--- config.mk ---
export PLATFORM = sky130hd
export DESIGN_NAME = vnms_ctrl
export DESIGN_NICKNAME = d
export VERILOG_FILES = /design/src/hdl/vnms_pkg.sv /design/src/hdl/vnms_ctrl.sv
export SDC_FILE = /design/constraint.sdc
export NUM_CORES = 1
export LEC_CHECK = 0
export ABC_AREA = 0
export ABC_CLOCK_PERIOD_IN_PS = 1700
export BUFFER_PORTS_ARGS = -buffer_cell sky130_fd_sc_hd__buf_2
export CORE_MARGIN = 2
export CORE_UTILIZATION = 39
export CTS_CLUSTER_SIZE = 24
export DETAILED_ROUTE_END_ITERATION = 12
export PLACE_DENSITY = 0.74
export SLEW_MARGIN = 20
export SYNTH_ARGS = -nofsm -noshare
export SYNTH_HDL_FRONTEND = slang
export SYNTH_SLANG_ARGS = --single-unit
--- constraint.sdc ---
create_clock -name clk -period 1.7 [get_ports clk]
set_input_delay 0.085 -clock clk [delete_from_list [all_inputs] [get_ports clk]]
set_output_delay 0.085 -clock clk [all_outputs]
set_load 0.01 [all_outputs]
--- src/hdl/vnms_pkg.sv ---
// ----------------------------------------------------------------------------
// vnms_pkg
// Types, constants and small helpers shared by the vector norm selector.
// ----------------------------------------------------------------------------
package vnms_pkg;

  localparam int MAX_VECTORS = 64;
  localparam int MAX_DIM     = 16;
  localparam int MATRIX_DIM  = 3;

  localparam int COORD_W = 32;
  localparam int NORM_W  = 40;
  localparam int IDX_W   = 6;
  localparam int VCNT_W  = 7;   // holds 0..MAX_VECTORS
  localparam int CCNT_W  = 5;   // holds 0..MAX_DIM
  localparam int ACC_W   = 36;  // sum of MAX_DIM magnitudes of up to 2^31
  localparam int PROD_W  = 64;
  localparam int FORM_W  = 70;
  localparam int RAD_W   = 68;
  localparam int ROOT_W  = 34;
  localparam int REM_W   = 36;
  localparam int NPAIRS  = 6;
  localparam int SQ_STEPS = RAD_W / 2;

  localparam logic [1:0] KIND_MAX    = 2'd0;
  localparam logic [1:0] KIND_SUM    = 2'd1;
  localparam logic [1:0] KIND_MATRIX = 2'd2;

  localparam logic [NORM_W-1:0] TOL_RESET = 40'd6554;

  localparam int PADDR_W = 4;
  localparam int PDATA_W = 64;
  localparam logic REG_NORM_KIND = 1'b0;
  localparam logic REG_TOLERANCE = 1'b1;

  typedef struct packed {
    logic signed [COORD_W-1:0] coordinate;
    logic                      end_of_vector;
    logic                      end_of_set;
  } in_item_t;

  typedef struct packed {
    logic [IDX_W-1:0]  vector_index;
    logic [NORM_W-1:0] norm_value;
    logic              is_last;
  } out_item_t;

  typedef enum logic [2:0] {
    ST_IDLE, ST_MUL, ST_SQLD, ST_SQRT, ST_CLOSE, ST_RD, ST_EVAL, ST_FLUSH
  } state_t;

  typedef struct packed {
    logic             take;
    logic             mul_en;
    logic [2:0]       mul_pair;
    logic             mac_en;
    logic [2:0]       mac_pair;
    logic             sq_load;
    logic             sq_step;
    logic             close;
    logic             rd;
    logic [IDX_W-1:0] rd_addr;
    logic             load_pend;
    logic             push;
    logic             push_last;
    logic             clr_pend;
    logic             end_set;
  } cmd_t;

  typedef struct packed {
    logic              sel;
    logic              pend_v;
    logic              out_free;
    logic [VCNT_W-1:0] vcount;
  } status_t;

  // pairs (j,m) of the upper triangle and their symmetric coefficients
  function automatic logic [1:0] pair_a(input logic [2:0] p);
    case (p)
      3'd0, 3'd1, 3'd2: pair_a = 2'd0;
      3'd3, 3'd4:       pair_a = 2'd1;
      default:          pair_a = 2'd2;
    endcase
  endfunction

  function automatic logic [1:0] pair_b(input logic [2:0] p);
    case (p)
      3'd0:       pair_b = 2'd0;
      3'd1, 3'd3: pair_b = 2'd1;
      default:    pair_b = 2'd2;
    endcase
  endfunction

  function automatic logic signed [FORM_W-1:0] scale_term(input logic [2:0] p,
                                                          input logic signed [PROD_W-1:0] x);
    logic signed [FORM_W-1:0] e;
    e = FORM_W'(x);
    case (p)
      3'd0:       scale_term = e;
      3'd1, 3'd2: scale_term = e + (e <<< 2);
      3'd3, 3'd4: scale_term = e <<< 1;
      default:    scale_term = e + (e <<< 1);
    endcase
  endfunction

endpackage

--- src/hdl/vnms_ctrl.sv ---
// ----------------------------------------------------------------------------
// vnms_ctrl
// Sequencer: item intake, quadratic form steps, root steps, close and walk.
// ----------------------------------------------------------------------------
module vnms_ctrl (
  input  logic               clk,
  input  logic               rst_n,
  input  logic               in_valid,
  output logic               in_ready,
  input  logic               eov_in,
  input  logic               eos_in,
  input  logic [1:0]         norm_kind,
  input  vnms_pkg::status_t  sts,
  output vnms_pkg::cmd_t     cmd
);
  import vnms_pkg::*;

  state_t            state_r, state_nxt;
  logic [5:0]        step_r, step_nxt;
  logic              eos_r, eos_nxt;
  logic [VCNT_W-1:0] wlk_r, wlk_nxt;

  always_ff @(posedge clk) begin
    if (!rst_n) begin
      state_r <= ST_IDLE;
      step_r  <= '0;
      eos_r   <= 1'b0;
      wlk_r   <= '0;
    end else begin
      state_r <= state_nxt;
      step_r  <= step_nxt;
      eos_r   <= eos_nxt;
      wlk_r   <= wlk_nxt;
    end
  end

  always_comb begin
    state_nxt = state_r;
    step_nxt  = step_r;
    eos_nxt   = eos_r;
    wlk_nxt   = wlk_r;
    in_ready  = 1'b0;
    cmd       = '0;
    cmd.mul_pair = step_r[2:0];
    cmd.mac_pair = 3'(step_r - 6'd1);
    cmd.rd_addr  = wlk_r[IDX_W-1:0];
    case (state_r)
      ST_IDLE: begin
        in_ready = 1'b1;
        if (in_valid) begin
          cmd.take = 1'b1;
          eos_nxt  = eos_in;
          step_nxt = '0;
          if (eov_in || eos_in) begin
            state_nxt = (norm_kind == KIND_MATRIX) ? ST_MUL : ST_CLOSE;
          end
        end
      end
      ST_MUL: begin
        cmd.mul_en = (step_r < 6'(NPAIRS));
        cmd.mac_en = (step_r != 6'd0);
        step_nxt   = step_r + 6'd1;
        if (step_r == 6'(NPAIRS)) begin
          state_nxt = ST_SQLD;
        end
      end
      ST_SQLD: begin
        cmd.sq_load = 1'b1;
        step_nxt    = '0;
        state_nxt   = ST_SQRT;
      end
      ST_SQRT: begin
        cmd.sq_step = 1'b1;
        step_nxt    = step_r + 6'd1;
        if (step_r == 6'(SQ_STEPS - 1)) begin
          state_nxt = ST_CLOSE;
        end
      end
      ST_CLOSE: begin
        cmd.close = 1'b1;
        wlk_nxt   = '0;
        state_nxt = eos_r ? ST_RD : ST_IDLE;
      end
      ST_RD: begin
        if (wlk_r >= sts.vcount) begin
          state_nxt = ST_FLUSH;
        end else begin
          cmd.rd    = 1'b1;
          state_nxt = ST_EVAL;
        end
      end
      ST_EVAL: begin
        // hold the read data until the pending item can move out
        if (!sts.sel) begin
          wlk_nxt   = wlk_r + 1'b1;
          state_nxt = ST_RD;
        end else if (!sts.pend_v || sts.out_free) begin
          cmd.push      = sts.pend_v;
          cmd.load_pend = 1'b1;
          wlk_nxt       = wlk_r + 1'b1;
          state_nxt     = ST_RD;
        end
      end
      ST_FLUSH: begin
        if (!sts.pend_v) begin
          cmd.end_set = 1'b1;
          state_nxt   = ST_IDLE;
        end else if (sts.out_free) begin
          cmd.push      = 1'b1;
          cmd.push_last = 1'b1;
          cmd.clr_pend  = 1'b1;
          cmd.end_set   = 1'b1;
          state_nxt     = ST_IDLE;
        end
      end
      default: state_nxt = ST_IDLE;
    endcase
  end

endmodule

==> results.ini, run 1 <==
[cts]
cts_root_buf=clkbuf_4
htree_num_levels=1
clock_latency_ps=300
cts_tree=done
path_clk_slew_ps=100
numCtsBuffers=3
cts.sinks=17
clk_path_buf_depth=2

[synthesis]
synth_warnings=0
synth.top_cell.area_share_pct=26.5
synth_area_sq_um=1280
ys_seq_area_share_pct=26.5
synthArstFlopShare_pct=0
yosys.cell_count.top_type=nor2_1
syn_nets=193
ys.flop_type=dfxtp_1
synth_common_cells=nor2_1, dfxtp_1, inv_1
synth.avg_cell_area_sq_um=7.88
synth.area.top_cells=dfxtp_1, ha_1, nor2_1
netlist_instances=163
yosysTopAreaCell=dfxtp_1
ys_types=41
synth-seq-cells=17
synth_edf_count=0

[setup_path]
arrival_ps=1790
worstSetupPathType=reg2out
crit_slowest_cell=dfxtp_2
crit_chain=ha_4, a21o_1, a31oi_4, o21ai_2, a2111oi_2, buf_2
critPathMaxFanout=2
start_kind=flop
crit_path_max_incr_delay_ps=350
endpoint_kind=output pin
required_ps=1620

[finish]
area_growth_pct=37.3
antenna_cells=0
fill_cells=324
drive_gt1_share_pct=42.5
final_nets=250

[power]
p_per_area_nw_per_um2=1040
power.switching_mw=0.760
p_int_mw=1.07
leakage_nw=0.837
switching_share_pct=41.6
ir_drop_mv=0.801
p_seq_share_pct=28.4
combPwrFrac_pct=59.4
clock_power_share_pct=12.2

[routing]
drt_iter0_markers=24
postRouteAntennaNets=0
drc_errors=0
routed_wl_microns=3100
num_vias=1301
vias_per_cell=4.95
firstDrtPassIters=4
routedWlPerCell_microns=11.8

[die]
die_w_microns=61.4
ios=42
initial_core_util_pct=41.4
coreArea_sq_um=3100
dieArea_sq_um=3770
rows=20
die_h_microns=61.4

[flow_run]
max-cap-violations=0

[sta]
max_freq_ghz=0.533
timing.final.crit_share_pct=110
period_minus_slack_ps=1880
maxSlewHeadroom_pct=69.1
setup_violations=2
slew_viol_final=0
worst_slew_pin_slew_ps=459
rsz0062_at_grt=yes
hold_violations=0
worst_slack_ps=-178
whs_ps=39.3
finClkSkew_ps=4.24

[grt]
first_global_vias=1189
grt_max_degree=18
grt_usage_pct=17.6
grt_antenna_before_repair=0
grt_pass1_wl_microns=4990
overflow=0

[place]
place_ws_ps=-91.1
place_congestion=0.836
io_buffers=41
dp_hpwl_microns=2330

[run_status]
status=finished with violations
violations=negative setup slack

[min_path]
hp-class=in2reg

final cells by class:
class                      instances  area, sq um  share of cell area, %
clock inverter                     1         5.00                  0.284
inverter                          15         56.3                   3.19
sequential                        17          350                   19.9
multi-input combinational        117          877                   49.8
timing repair buffer              66          397                   22.5
clock buffer                       3         22.5                   1.28
tap                               44         55.1                   3.12
stage by stage:
| stage | util (%) | std cells | total power, mW | instance area (sq um) | setup TNS (ps) |
|---|---|---|---|---|---|
| floorplan | - | 163 | 1.12 | 1290 | 0 |
| global placement | 51.9 | 255 | 1.47 | 1610 | -32.2 |
| detailed placement | 51.9 | 255 | 1.48 | 1610 | -132 |
| CTS | 55.1 | 260 | 1.74 | 1710 | -236 |
| global route | 56.8 | 263 | 1.98 | 1760 | -420 |
| finish | 56.8 | 263 | 1.83 | 1760 | -204 |
final timing paths:
path,start,depth (start not counted),slack [ps],to
worst max-delay path,wlk_r[2]$_SDFFE_PN0P_,6,-180,cmd[11]
worst min-delay path,eos_in,3,40,eos_r$_SDFFE_PN0P_
worst max register to register,step_r[1]$_SDFFE_PN0P_,7,-30,state_r[0]$_SDFFE_PN0P_
worst min register to register,eos_r$_SDFFE_PN0P_,2,560,eos_r$_SDFFE_PN0P_
layout by cell type (no fill, tap or decap), types with 2 or more instances in the layout:
cell type / synthesis / final
o21ai_2: 1 / 2
a21o_1: 2 / 2
inv_1: 14 / 11
a21oi_1: 4 / 3
dfxtp_2: 0 / 5
dfxtp_1: 17 / 11
a31oi_1: 3 / 2
nor2_1: 22 / 22
o21ai_0: 8 / 7
ha_4: 0 / 3
a211oi_1: 5 / 4
and3_1: 2 / 2
ha_1: 13 / 10
nand3_1: 4 / 4
nor3_1: 8 / 8
inv_2: 0 / 3
buf_2: 0 / 41
xor2_1: 7 / 7
nand4_1: 4 / 4
nand2_1: 6 / 6
a211oi_2: 1 / 2
xnor2_1: 2 / 2
nor2b_1: 5 / 4
clkbuf_4: 0 / 3
buf_4: 10 / 24
registers in the layout, summed over array words and instances (netlist names):
register  flops
eos_r         1
state_r       3
step_r        6
wlk_r         7
cells by family (layout without fill, tap and decap cells):
family	Yosys count	count (layout)	synth area share [%]
and+or+nand+nor	62	62	24.5
AOI/OAI and AO/OA	31	31	16.6
buffers and inverters	29	85	12.0
DFF	17	17	26.5
adders and majority gates	13	13	12.7
xor gates and xnor gates	9	9	6.14
muxes	2	2	1.66
critical path: cells and delay by family, from the launching register on:
kind,cells,cell delay [ps]
buffers and inverters,1,180
adders and majority gates,1,230
DFF,1,350
AOI/OAI and AO/OA,4,740
routing by layer:
metal | wire [microns] | vias to the layer above | global-route usage [%]
li1 | - | 678 | -
met1 | 1440 | 580 | 21.6
met2 | 1480 | 38 | 31.8
met3 | 154 | 5 | 3.99
met4 | 19 | 0 | 3.04
met5 | 0 | - | 0
power groups by stage:
stage	sequential, mW	clock [mW]	combinational [mW]
2_1_floorplan	0.497	0	0.622
3_3_place_gp	0.519	0	0.949
3_5_place_dp	0.523	0	0.952
4_1_cts	0.514	0.233	0.996
5_1_grt	0.528	0.248	1.20
6_report	0.518	0.223	1.09
repair_timing:
| item | 4_1_cts | 5_1_grt |
|---|---|---|
| hold buffers | 0 | 0 |
| setup buffers | 1 | 3 |
| setup endpoints to repair | 3 | 7 |
| gates resized for setup | 14 | 6 |
| pin swaps | 6 | 3 |
Power figures use the tool's default switching activity.
==> run 2, diff against run 1 <==
--- a/config.mk
+++ b/config.mk
@@ -12,7 +12,7 @@
 export CORE_UTILIZATION = 39
 export CTS_CLUSTER_SIZE = 24
 export DETAILED_ROUTE_END_ITERATION = 12
-export PLACE_DENSITY = 0.74
+export PLACE_DENSITY = 0.67
 export SLEW_MARGIN = 20
 export SYNTH_ARGS = -nofsm -noshare
 export SYNTH_HDL_FRONTEND = slang
==> results.ini, run 2 (synthesis results as in run 1) <==
[setup_path]
endpoint_kind=output pin  ; unchanged
worstSetupPathType=reg2out  ; unchanged
start_kind=flop  ; unchanged
arrival_ps=1760  ; was 1790 ps
required_ps=1620  ; about the same
critPathMaxFanout=2  ; unchanged

[routing]
drt_iter0_markers=27  ; was 24
num_vias=1297  ; was 1301
vias_per_cell=4.88  ; was 4.95
drc_errors=0  ; unchanged
routed_wl_microns=3090  ; was 3100 microns
firstDrtPassIters=4  ; unchanged
routedWlPerCell_microns=11.6  ; was 11.8 microns
postRouteAntennaNets=0  ; unchanged

[cts]
htree_num_levels=1  ; unchanged
clk_path_buf_depth=2  ; unchanged
cts.sinks=17  ; unchanged
path_clk_slew_ps=110  ; was 100 ps
ctsHoldBuffers=0  ; unchanged
clock_latency_ps=300  ; about the same
numCtsBuffers=3  ; unchanged
cts_tree=done  ; unchanged
cts_root_buf=clkbuf_4  ; unchanged

[die]
coreArea_sq_um=3100  ; unchanged
initial_core_util_pct=41.4  ; unchanged
die_h_microns=61.4  ; unchanged
ios=42  ; unchanged
rows=20  ; unchanged
dieArea_sq_um=3770  ; unchanged
die_w_microns=61.4  ; unchanged

[place]
io_buffers=41  ; unchanged
place_congestion=0.867  ; was 0.836
place_ws_ps=-94.4  ; was -91.1 ps
dp_hpwl_microns=2330  ; about the same

[grt]
grt_antenna_before_repair=0  ; unchanged
first_global_vias=1198  ; was 1189
overflow=0  ; unchanged
grt_usage_pct=17.5  ; was 17.6%
grt_pass1_wl_microns=4950  ; was 4990 microns
grt_max_degree=18  ; unchanged

[sta]
max_freq_ghz=0.542  ; was 0.533 GHz
finClkSkew_ps=5.60  ; was 4.24 ps
period_minus_slack_ps=1840  ; was 1880 ps
slew_viol_final=0  ; unchanged
worst_slack_ps=-144  ; was -178 ps
maxSlewHeadroom_pct=78.1  ; was 69.1%
whs_ps=38.1  ; was 39.3 ps
worst_slew_pin_slew_ps=328  ; was 459 ps
setup_violations=1  ; was 2
fin_tns_setup_ps=-144  ; was -204 ps
timing.final.crit_share_pct=108  ; was 110%
hold_violations=0  ; unchanged
rsz0062_at_grt=yes  ; unchanged

[power]
combPwrFrac_pct=59.1  ; was 59.4%
power.switching_mw=0.775  ; was 0.760 mW
clock_power_share_pct=12.2  ; about the same
leakage_nw=0.852  ; was 0.837 nW
p_per_area_nw_per_um2=1050  ; was 1040 nW/um^2
p_int_mw=1.08  ; was 1.07 mW
p_seq_share_pct=28.7  ; was 28.4%
ir_drop_mv=0.637  ; was 0.801 mV
switching_share_pct=41.9  ; was 41.6%

[run_status]
violations=negative setup slack  ; unchanged
status=finished with violations  ; unchanged

[finish]
largest-register=wlk_r  ; unchanged
drive_gt1_share_pct=42.3  ; was 42.5%
multi_input_area_sq_um=857  ; was 877 sq um
fill_cells=322  ; was 324
area_growth_pct=37.4  ; was 37.3%
antenna_cells=0  ; unchanged
layout_commonest_cell=buf_2  ; unchanged
top_regs=wlk_r x7, step_r x6, state_r x3  ; unchanged
final_nets=253  ; was 250
regArea_sq_um=349  ; was 350 sq um
largest_register_ffs=7  ; unchanged
layout_common_cells=buf_2, buf_4, nor2_1  ; unchanged

[min_path]
hp-class=in2reg  ; unchanged

[flow_run]
max-cap-violations=0  ; unchanged

-- run 2: changes by cell type in the layout (fill, tap and decap cells not counted), sizes merged --
cell,delta
buf,+3
-- run 2: layer usage --
metal  vias up  track usage, %  wire, microns
met1       578            20.5           1400
met4         0            2.74             13
li1        682               -              -
met2        35            33.1           1530
met5         -               0              0
met3         2            3.78            150
-- run 2: path summary, 6_finish.rpt --
path                          startpoint                      end  slack [ps]  depth (start not counted)
setup reg to reg  step_r[1]$_SDFFE_PN0P_  state_r[0]$_SDFFE_PN0P_          90                          7
setup / recovery   wlk_r[2]$_SDFFE_PN0P_                  cmd[11]        -140                          6
hold / removal                    eos_in       eos_r$_SDFFE_PN0P_          40                          3
hold reg to reg       eos_r$_SDFFE_PN0P_       eos_r$_SDFFE_PN0P_         540                          2
-- run 2: through the flow --
stage / utilization, % / total power, mW / instances / cell area [sq um]
finish: 56.9 / 1.85 / 266 / 1760
global placement: 52.7 / 1.50 / 258 / 1630
global route: 56.9 / 1.99 / 266 / 1760
CTS: 55.7 / 1.77 / 263 / 1730
floorplan: - / 1.12 / 163 / 1290
detailed placement: 52.7 / 1.51 / 258 / 1630
-- run 2: critical path, stage by stage, from the launching register on --
cell,delay [ps]
dfxtp_2,360
ha_4,200
a21o_1,200
a31oi_4,180
o21ai_2,70
a2111oi_2,270
buf_2,180
-- run 2: cell type report --
type                    instances  area share [%]
well taps                      44            3.12
clock inverters                 1           0.284
flip-flops and latches         17            19.8
repair buffers                 69            23.8
multi-input cells             117            48.6
inverters                      15            3.19
clock buffers                   3            1.28
-- run 2: timing repair --
| action | 4_1_cts | 5_1_grt |
|---|---|---|
| setup endpoints to repair | 2 | 6 |
| resized for setup | 13 | 4 |
| buffers inserted | 1 | 3 |
| pin swaps | 11 | 3 |
-- run 2: power by group through the flow --
stage | registers, mW | clock network [mW] | logic (mW)
4_1_cts | 0.523 | 0.241 | 1.01
6_report | 0.532 | 0.226 | 1.09
5_1_grt | 0.538 | 0.252 | 1.20
3_3_place_gp | 0.531 | 0 | 0.970
3_5_place_dp | 0.532 | 0 | 0.981
2_1_floorplan | 0.497 | 0 | 0.622
